## config.mk

```make
export PLATFORM = sky130hd
export DESIGN_NAME = key_matrix_edge_tracker_unit
export DESIGN_NICKNAME = d
export VERILOG_FILES = /design/src/hw/rtl/kmet_pkg.sv /design/src/hw/rtl/kmet_col_update.sv /design/src/hw/rtl/key_matrix_edge_tracker_unit.sv
export SDC_FILE = /design/constraint.sdc
export NUM_CORES = 1
export LEC_CHECK = 0
export ABC_AREA = 1
export BUFFER_PORTS_ARGS = -buffer_cell sky130_fd_sc_hd__buf_2
export CAP_MARGIN = 10
export CORE_MARGIN = 2
export CORE_UTILIZATION = 54
export DETAILED_ROUTE_END_ITERATION = 10
export PLACE_DENSITY = 0.77
export SLEW_MARGIN = 20
export SYNTH_ARGS = -nofsm -noshare
export SYNTH_HDL_FRONTEND = slang
export SYNTH_SLANG_ARGS = --single-unit
export TNS_END_PERCENT = 10
```

## constraint.sdc

```tcl
create_clock -name clk_i -period 4.3 [get_ports clk_i]
set_input_delay 0.215 -clock clk_i [delete_from_list [all_inputs] [get_ports clk_i]]
set_output_delay 0.215 -clock clk_i [all_outputs]
set_load 0.01 [all_outputs]
```

## src/hw/rtl/kmet_pkg.sv

```systemverilog
`timescale 1ns / 1ps
// ----------------------------------------------------------------------------
// kmet_pkg
// Shared types, constants and helpers for the key matrix edge tracker.
// ----------------------------------------------------------------------------
package kmet_pkg;

  // per-key flags, bit0 down, bit1 pressed, bit2 released
  typedef struct packed {
    logic released;
    logic pressed;
    logic down;
  } key_flag_t;

  // summary of one scanned column
  typedef struct packed {
    logic       any_down;
    logic [4:0] pop;
    logic [6:0] first;
  } col_sum_t;

  localparam logic [6:0] CodeNone = 7'h7F;
  localparam logic [5:0] CountMax = 6'd63;
  localparam int unsigned LevelW  = 6;

  // next flags of one key from its old flags and its sampled level
  function automatic key_flag_t scan_key(key_flag_t old, logic is_down);
    key_flag_t nf;
    nf.down     = is_down;
    nf.pressed  = is_down & ~old.down;
    nf.released = ~is_down & old.down;
    return nf;
  endfunction

endpackage

```

## src/hw/rtl/kmet_col_update.sv

```systemverilog
`timescale 1ns / 1ps
// ----------------------------------------------------------------------------
// kmet_col_update
// Updates the flags of one matrix column and summarizes its down keys.
// ----------------------------------------------------------------------------
module kmet_col_update import kmet_pkg::*; #(
  parameter int unsigned NUM_ROWS = 6
) (
  input  logic      [2:0]          col_i,
  input  logic      [LevelW-1:0]   levels_i,
  input  key_flag_t [NUM_ROWS-1:0] old_i,
  output key_flag_t [NUM_ROWS-1:0] new_o,
  output col_sum_t                 sum_o
);

  logic [NUM_ROWS-1:0] down;
  logic [4:0]          pop;
  logic [4:0]          first_row;
  logic [7:0]          base;
  logic [7:0]          code;

  // row levels, rows beyond the pin field read as down
  always_comb begin
    for (int r = 0; r < NUM_ROWS; r++) begin
      if (r < LevelW) begin
        down[r] = ~levels_i[r];
      end else begin
        down[r] = 1'b1;
      end
    end
  end

  // flag update per row
  always_comb begin
    for (int r = 0; r < NUM_ROWS; r++) begin
      new_o[r] = scan_key(old_i[r], down[r]);
    end
  end

  // population count and lowest down row
  always_comb begin
    pop       = '0;
    first_row = '0;
    for (int r = 0; r < NUM_ROWS; r++) begin
      pop = pop + 5'(down[r]);
    end
    for (int r = NUM_ROWS - 1; r >= 0; r--) begin
      if (down[r]) begin
        first_row = 5'(r);
      end
    end
  end

  // key code of the first down key in this column
  assign base = 8'(col_i) * 8'(NUM_ROWS);
  assign code = base + 8'(first_row);

  assign sum_o.any_down = |down;
  assign sum_o.pop      = pop;
  assign sum_o.first    = code[6:0];

endmodule

```

## src/hw/rtl/key_matrix_edge_tracker_unit.sv

```systemverilog
`timescale 1ns / 1ps
// ----------------------------------------------------------------------------
// key_matrix_edge_tracker_unit
// Tracks down/pressed/released flags of a scanned key matrix plus an ON key,
// counts down keys per frame and reports the first down key at frame end.
// ----------------------------------------------------------------------------
//  channel | handshake                  | payload
//  --------+----------------------------+-------------------------------------
//  in      | in_valid_i / in_stall_o    | column_index, row_levels, on_level,
//          |                            | frame_last
//  out     | out_valid_o / out_stall_i  | column_echo, down/pressed/released
//          |                            | bits, on_flags, keys_down, first_key,
//          |                            | first_changed, frame_done
//
//  One item per cycle sustained while the output is not stalled; results
//  pass through stage one and the output register. Row flags sit in a
//  column-wide memory read at acceptance and written back from stage one;
//  a same-column item right behind is forwarded. Reset clears the
//  per-column valid bits, so no clearing pass is needed. A stalled output
//  register holds the pipeline; in_stall_o rises once stage one is also full.
// ----------------------------------------------------------------------------
module key_matrix_edge_tracker_unit import kmet_pkg::*; #(
  parameter int unsigned NUM_COLUMNS = 7,
  parameter int unsigned NUM_ROWS    = 6,
  parameter int unsigned ON_KEY_CODE = 42
) (
  input  logic               clk_i,
  input  logic               rst_ni,
  input  logic               in_valid_i,
  output logic               in_stall_o,
  input  logic [2:0]         column_index_i,
  input  logic [5:0]         row_levels_i,
  input  logic               on_level_i,
  input  logic               frame_last_i,
  output logic               out_valid_o,
  input  logic               out_stall_i,
  output logic [2:0]         column_echo_o,
  output logic [5:0]         down_bits_o,
  output logic [5:0]         pressed_bits_o,
  output logic [5:0]         released_bits_o,
  output logic [2:0]         on_flags_o,
  output logic [5:0]         keys_down_o,
  output logic signed [6:0]  first_key_o,
  output logic               first_changed_o,
  output logic               frame_done_o
);

  localparam int unsigned AW = (NUM_COLUMNS > 1) ? $clog2(NUM_COLUMNS) : 1;
  localparam int unsigned CW = AW + 3;
  localparam logic [6:0]  OnCode = 7'(ON_KEY_CODE % 128);

  typedef key_flag_t [NUM_ROWS-1:0] row_t;

  // flag memory, one word per column
  row_t                   mem_q [NUM_COLUMNS];
  row_t                   rd_data_q;
  logic [NUM_COLUMNS-1:0] col_vld_q;

  // stage one
  logic                   s1_vld_q;
  logic [2:0]             s1_col_q;
  logic [5:0]             s1_lvl_q;
  logic                   s1_on_q;
  logic                   s1_last_q;
  logic                   byp_hit_q;
  row_t                   byp_data_q;

  // frame state
  key_flag_t              on_q;
  logic [5:0]             cnt_q;
  logic [6:0]             first_q;
  logic [6:0]             prev_q;

  logic [CW-1:0]          in_ext;
  logic [CW-1:0]          s1_ext;
  logic [AW-1:0]          in_addr;
  logic [AW-1:0]          s1_addr;
  logic                   in_rng;
  logic                   s1_rng;
  logic                   in_acc;
  logic                   s1_go;
  row_t                   old_row;
  row_t                   new_row;
  col_sum_t               col_sum;
  logic [6:0]             cnt_sum;
  logic [5:0]             cnt1;
  logic [6:0]             first1;
  key_flag_t              on_new;
  logic                   on_down;
  logic [5:0]             cnt2;
  logic [6:0]             first2;
  logic                   changed;
  logic [5:0]             dn_bits;
  logic [5:0]             pr_bits;
  logic [5:0]             rl_bits;

  // handshake
  assign s1_go      = ~out_valid_o | ~out_stall_i;
  assign in_stall_o = s1_vld_q & ~s1_go;
  assign in_acc     = in_valid_i & ~in_stall_o;

  // column addressing
  assign in_ext  = CW'(column_index_i);
  assign s1_ext  = CW'(s1_col_q);
  assign in_addr = in_ext[AW-1:0];
  assign s1_addr = s1_ext[AW-1:0];
  assign in_rng  = in_ext < CW'(NUM_COLUMNS);
  assign s1_rng  = s1_ext < CW'(NUM_COLUMNS);

  // memory read at acceptance, write back from stage one
  always_ff @(posedge clk_i) begin
    if (in_acc && in_rng) begin
      rd_data_q <= mem_q[in_addr];
    end
    if (s1_vld_q && s1_go && s1_rng) begin
      mem_q[s1_addr] <= new_row;
    end
  end

  // per-column valid bits
  always_ff @(posedge clk_i or negedge rst_ni) begin
    if (!rst_ni) begin
      col_vld_q <= '0;
    end else if (s1_vld_q && s1_go && s1_rng) begin
      col_vld_q[s1_addr] <= 1'b1;
    end
  end

  // stage one control, loads whenever stage one is empty or draining
  always_ff @(posedge clk_i or negedge rst_ni) begin
    if (!rst_ni) begin
      s1_vld_q  <= 1'b0;
      byp_hit_q <= 1'b0;
    end else if (!in_stall_o) begin
      s1_vld_q  <= in_acc;
      byp_hit_q <= in_acc & s1_vld_q & s1_rng & (s1_col_q == column_index_i);
    end
  end

  // stage one payload and forwarded row
  always_ff @(posedge clk_i) begin
    if (in_acc) begin
      s1_col_q   <= column_index_i;
      s1_lvl_q   <= row_levels_i;
      s1_on_q    <= on_level_i;
      s1_last_q  <= frame_last_i;
      byp_data_q <= new_row;
    end
  end

  // old flags: forwarded, stored, or reset value
  always_comb begin
    if (byp_hit_q) begin
      old_row = byp_data_q;
    end else if (col_vld_q[s1_addr]) begin
      old_row = rd_data_q;
    end else begin
      old_row = '0;
    end
  end

  kmet_col_update #(
    .NUM_ROWS (NUM_ROWS)
  ) u_col_update (
    .col_i    (s1_col_q),
    .levels_i (s1_lvl_q),
    .old_i    (old_row),
    .new_o    (new_row),
    .sum_o    (col_sum)
  );

  // running count and first key after this column
  always_comb begin
    cnt_sum = 7'(cnt_q) + (s1_rng ? 7'(col_sum.pop) : 7'd0);
    cnt1    = (cnt_sum > 7'(CountMax)) ? CountMax : cnt_sum[5:0];
    if (s1_rng && col_sum.any_down && (col_sum.first < first_q)) begin
      first1 = col_sum.first;
    end else begin
      first1 = first_q;
    end
  end

  // ON key and frame totals
  always_comb begin
    on_down = ~s1_on_q;
    on_new  = scan_key(on_q, on_down);
    cnt2    = (on_down && (cnt1 < CountMax)) ? cnt1 + 6'd1 : cnt1;
    first2  = (on_down && (first1 == CodeNone)) ? OnCode : first1;
    changed = (first2 != CodeNone) && (first2 != prev_q);
  end

  // frame state update
  always_ff @(posedge clk_i or negedge rst_ni) begin
    if (!rst_ni) begin
      on_q    <= '0;
      cnt_q   <= '0;
      first_q <= CodeNone;
      prev_q  <= CodeNone;
    end else if (s1_vld_q && s1_go) begin
      if (s1_last_q) begin
        on_q    <= on_new;
        cnt_q   <= '0;
        first_q <= CodeNone;
        prev_q  <= first2;
      end else begin
        cnt_q   <= cnt1;
        first_q <= first1;
      end
    end
  end

  // row flags onto the fixed-width output fields
  always_comb begin
    dn_bits = '0;
    pr_bits = '0;
    rl_bits = '0;
    for (int r = 0; r < LevelW; r++) begin
      if (s1_rng && (r < NUM_ROWS)) begin
        dn_bits[r] = new_row[r].down;
        pr_bits[r] = new_row[r].pressed;
        rl_bits[r] = new_row[r].released;
      end
    end
  end

  // output register valid
  always_ff @(posedge clk_i or negedge rst_ni) begin
    if (!rst_ni) begin
      out_valid_o <= 1'b0;
    end else if (s1_go) begin
      out_valid_o <= s1_vld_q;
    end
  end

  // output register payload
  always_ff @(posedge clk_i) begin
    if (s1_go && s1_vld_q) begin
      column_echo_o   <= s1_col_q;
      down_bits_o     <= dn_bits;
      pressed_bits_o  <= pr_bits;
      released_bits_o <= rl_bits;
      frame_done_o    <= s1_last_q;
      if (s1_last_q) begin
        on_flags_o      <= on_new;
        keys_down_o     <= cnt2;
        first_key_o     <= first2;
        first_changed_o <= changed;
      end else begin
        on_flags_o      <= '0;
        keys_down_o     <= '0;
        first_key_o     <= '0;
        first_changed_o <= 1'b0;
      end
    end
  end

endmodule
```

After elaboration in Yosys (flattened, before gate mapping)

Memory sizes are Yosys's and may differ from the RTL's. A register that Yosys moved wholly into a read port is not among the register bits.
Index checks and enable logic that the tools add are counted.

Memories kept: 1
Logic and storage cells: 129
Bits in latches: 0
Register bits: 97
Input port bits: 15
Memory bits (read-only): 0
Memory bits (writable): 126
Output and inout port bits: 41

Memories:

| name  | depth | width | read ports | clocked after Yosys merged registers in | wr ports | RTL line                           | text |
|---|---|---|---|---|---|---|---|
| mem_q | 7     | 18    | 1          | 1                                       | 1        | key_matrix_edge_tracker_unit.sv:55 | `row_t mem_q [NUM_COLUMNS];` |

Mux-type cells: 21
Order comparisons: 7
Equal/unequal tests: 4
Add/sub/neg operators: 8
Multipliers: 1
Divide/modulo/power cells: 0
Shift operators: 0
Bitwise operators: 39
Reductions and logical operators: 11

Operators by type and width:

| operator                                                             | number |
|---|---|
| 16-bit two-way mux                                                   | 2 |
| 5-bit two-way mux                                                    | 6 |
| 7-bit two-way mux                                                    | 3 |
| 5-bit by 1-bit adder with 5-bit output                               | 4 |
| 1-bit bitwise AND                                                    | 19 |
| 6-bit two-way mux                                                    | 3 |
| 1-bit NOT                                                            | 18 |
| 6-bit by 5-bit adder with 7-bit output                               | 2 |
| 1-bit logical AND                                                    | 9 |
| 7-bit == test, second input constant                                 | 1 |
| 7-bit by 6-bit > comparator with 1-bit output, second input constant | 1 |
| 7-bit < comparator                                                   | 1 |
| 7-bit != test                                                        | 1 |
| 7-bit != test, second input constant                                 | 1 |
| 7-bit bitwise OR                                                     | 1 |
| 6-bit by 1-bit adder with 6-bit output, second input constant        | 1 |
| 3-bit < comparator, second input constant                            | 2 |
| 6-bit < comparator, second input constant                            | 1 |
| 6-bit OR reduction                                                   | 1 |
| 3-bit by 2-bit multiplier with 5-bit output, second input constant   | 1 |
| 3-bit by 4-bit < comparator with 1-bit output, second input constant | 1 |
| 1-bit two-way mux                                                    | 4 |
| 1-bit binary-select mux with 3-bit select                            | 1 |
| 1-bit demux with 3-bit select                                        | 1 |
| 6 further kinds                                                      | 6 |

Depth between registers and ports, before layout

Depth in word-level cells: 15
Mapped depth: 26
Depth with buffers taken out: 26

By module

From an unflattened synthesis, not the netlist that was laid out.

Cells, all modules: 936
Area total of the unflattened synthesis: 10545.1 µm²

By module, submodules not included:

| module                       | area each (µm²) | times used | sequential area each (µm²) | cells each |
|---|---|---|---|---|
| key_matrix_edge_tracker_unit | 10073.4         | 1          | 7159.4                     | 856 |
| kmet_col_update              | 471.7           | 1          | 0.0                        | 80 |

Worst setup path after synthesis

No wires, ideal clock.

Path type: register -> register
Start: reg s1_lvl_q[0]
End: reg keys_down_o[5], data pin
Setup slack: -0.164 ns
Cell stages (with the launch flop): 24
Required time: 4.035 ns
Data arrival time: 4.199 ns
Clock period less this slack: 4.464 ns
Buffers on the path: 0
Path through: edfxtp_1 inv_1 ha_1 fa_1 fa_1 inv_1 fa_1 nor2_1 inv_1 fa_1 or2_1 a21oi_2 nand3_1 inv_1 nor2_1 inv_1 ha_1 nand2_1 o21ai_2 nor2_1 clkinv_1 nor3_1 nor2_1 a21oi_1

RTL lines:

| what                   | RTL line                            | text |
|---|---|---|
| from (decl)            | key_matrix_edge_tracker_unit.sv:62  | `logic [5:0] s1_lvl_q;` |
| from (signal assigned) | key_matrix_edge_tracker_unit.sv:144 | `s1_lvl_q <= row_levels_i;` |
| to (signal assigned)   | key_matrix_edge_tracker_unit.sv:245 | `keys_down_o <= cnt2;` |
| to (decl)              | key_matrix_edge_tracker_unit.sv:42  | `output logic [5:0] keys_down_o,` |

==> reports/results.ini <==
[placement]
place_ws_ns = -0.0947
place_congestion = 0.898
portBuffers = 55
place_hpwl_mm = 8.65

[timing]
setup_slack_ns = -0.237
min_period_ns = 4.54
finalSetupViolations = 6
rsz0062_at_grt = yes
skew_ns = 0.00867
slew_violations = 0
final.period_utilization_pct = 106
hold_violations = 0
max_slew_margin_pct = 49.7
fmax_mhz = 220
worst_pin_slew_ns = 0.752

[global_route]
grt_overflow = 0
grt_usage_pct = 22.0
grt_max_degree = 32
grt_pass1_vias = 4345
grt_pass1_wl_mm = 21.4
antenna_found_initial = 0

[critical_path]
r2r-end = keys_down_o[2]$_SDFFCE_PN0P_
cp_max_fo = 3
start_kind = flop
crit_path_end_kind = flop
reg2reg_slack_ns = -0.24
worstPathRequired_ns = 4.57
worstPathArrival_ns = 4.80
path_buf_inv = 4
critPathSlowestCell = fa_1
worstRegToRegCells = 21
worstPathCellList = inv_2, ha_4, fa_1, fa_2, inv_2, fa_1, nor2_2, buf_4, ha_1, a21oi_1, o21ai_0, nand2_1, nor2_1, o21ai_0, o21ai_1, nand2_1, o21ai_2, inv_2, nand2_1, o21ai_0, a21oi_1
critPathKind = reg2reg
r2r-start = s1_lvl_q[0]$_DFFE_PP_
critPathMaxStageDelay_ns = 0.53
timing.critical_path.max_delay_family = adder cells

[clock_network]
htree_num_levels = 4
cts_tree = yes
clk_pin_slew_ns = 0.06
clockBufferDepth = 2
clock-sinks = 135
clkLatencyLatePin_ns = 0.42
cts-buffers-inserted = 17
cts_root_buf = clkbuf_16

[min_path]
hold_end = s1_addr[2]$_DFFE_PP_
whs_path_depth = 1
hold_path_class = in2reg
holdCritStartpoint = column_index_i[2]

[power]
power.density_nw_per_um2 = 509
ir_drop_uv = 334
p_leak_nw = 3.24

[flow_run]
cap_violations = 0

[synthesis]
synthTopCellsByArea = edfxtp_1 50%, dfrtp_1 6.8%, nand2_1 6.2%
synth_top_area_share_pct = 50.1
syn_area_sq_um = 6230
synth-seq-area-share_pct = 62.8
syn_avg_cell_area_sq_um = 10.7
synth_nets = 626
ys_async_sr_fraction_pct = 23.0
synth_top_area_cell = edfxtp_1
yosysUniqueCellTypes = 35
synthCells = 584
synth_common_cells = 104 x edfxtp_1, 103 x nand2_1, 77 x inv_1, 58 x nor2_1, 46 x o21ai_0
yosysMostFrequentCell = edfxtp_1
synth_edf_count = 104
ys_warn_count = 0
synth-main-ff-cell = edfxtp_1
ys_seq_elements = 135

[route]
dr_total_vias = 4512
avgRoutedWirePerCell_um = 16.3
ant_nets = 0
post_drt_via_cell_ratio = 5.44
dr.pass1.iters = 8
drc = 0
drtIter0Drc = 416
wl_mm = 13.5

[die]
die_x_um = 111
die_h_um = 111
rows = 39
die_area_sq_um = 12400
ios = 56
start_util_pct = 55.1
coreArea_sq_um = 11300

[finish]
drive_gt1_share_pct = 24.9
nFillCells = 796
multiInputGateArea_sq_um = 2070
utilization_pct = 66.8
diodes = 0
fin_nets = 716
regArea_sq_um = 3920
area_delta_synth_final_pct = 21.4

[outcome]
violations = negative setup slack
status = complete, but fails checks

-- layout by cell type, fill, tap and decap left out, types with 7 or more instances in the layout --
master           n
dlygate4sd3_1    9
nand2_1        103
nor3_1           7
o22ai_1         17
a21oi_1         28
buf_4           19
nand2_2         13
nor2_1          54
clkbuf_16       17
dfstp_2         14
dfrtp_1         17
buf_2           55
edfxtp_1       104
nand3_1         21
ha_1            19
inv_1           71
o21ai_0         44
-- per-layer routing --
layer	part of all wire, %	wire length [um]	global-route usage, %	vias up
met5	0	0	0	-
met1	42	5730	28.7	2130
met4	3.0	404	8.72	0
li1	-	-	-	2153
met3	6.7	909	5.50	35
met2	48	6490	35.7	194
-- worst max path at each step --
stage               slack (ns)                           end  cells past startpoint                  start
finish                   -0.24  keys_down_o[2]$_SDFFCE_PN0P_                     21  s1_lvl_q[0]$_DFFE_PP_
global route             -0.33  keys_down_o[2]$_SDFFCE_PN0P_                     22  s1_lvl_q[0]$_DFFE_PP_
CTS                     -0.004  keys_down_o[5]$_SDFFCE_PN0P_                     23  s1_lvl_q[0]$_DFFE_PP_
detailed placement       -0.09  keys_down_o[5]$_SDFFCE_PN0P_                     23  s1_lvl_q[0]$_DFFE_PP_
global placement          0.10  keys_down_o[5]$_SDFFCE_PN0P_                     23  s1_lvl_q[0]$_DFFE_PP_
floorplan                -0.03  keys_down_o[5]$_SDFFCE_PN0P_                     23  s1_lvl_q[0]$_DFFE_PP_
-- flip-flops by register name (all words and copies together) (netlist names), 3 cells and up --
signal	flops
on_flags_o	3
cnt_q	6
released_bits_o	6
first_q	7
down_bits_o	6
first_key_o	7
column_echo_o	3
col_vld_q	7
prev_q	7
byp_data_q	6
mem_q	42
rd_data_q	6
s1_addr	3
pressed_bits_o	6
keys_down_o	6
s1_lvl_q	6
-- final cells by class --
cell class              count  area share [%]
repair buffers             84            6.98
inverters                  80            4.02
flip-flops and latches    135            51.8
clock buffers              17            5.62
multi-input cells         356            27.3
well taps                 143            2.36
clock inverters            14            1.95
-- kinds of logic (layout without fill, tap and decap cells) --
group           after synthesis  after routing  share of synthesized area [%]
buf+inv                      93            195                           5.60
simple gates                224            224                           15.9
fa+ha+maj                    27             27                           6.14
compound gates               99             99                           8.67
flops                       135            135                           62.8
xor+xnor                      6              6                          0.843
-- power breakdown --
part | internal, W | switching [W] | leakage, nW | total [W]
sequential | 0.00158 | 0.0000677 | 1.32 | 0.00164
clock | 0.000854 | 0.000554 | 0.282 | 0.00141
combinational | 0.000299 | 0.000498 | 1.64 | 0.000797
total | 0.00273 | 0.00112 | 3.24 | 0.00385
-- per-stage QoR --
stage | std cells | hold slack, ns | instance area [sq um] | power [W] | setup TNS [ns]
2_1_floorplan | 584 | -0.0806 | 6250 | 0.00212 | -0.0349
3_3_place_gp | 781 | 0.298 | 6760 | 0.00229 | 0
3_5_place_dp | 781 | 0.299 | 6760 | 0.00233 | -0.326
4_1_cts | 821 | 0.0554 | 7450 | 0.00376 | -0.00440
5_1_grt | 829 | 0.0797 | 7570 | 0.00402 | -1.83
6_report | 829 | 0.0792 | 7570 | 0.00385 | -1.19
-- what timing repair did --
action                     in CTS  in global routing
hold endpoints to repair       25                  0
gates resized for setup         9                 14
setup endpoints to repair       6                  7
pin swaps                       2                  8
hold buffers                    9                  0
buffers inserted                0                  8
Power figures use the tool's default switching activity.
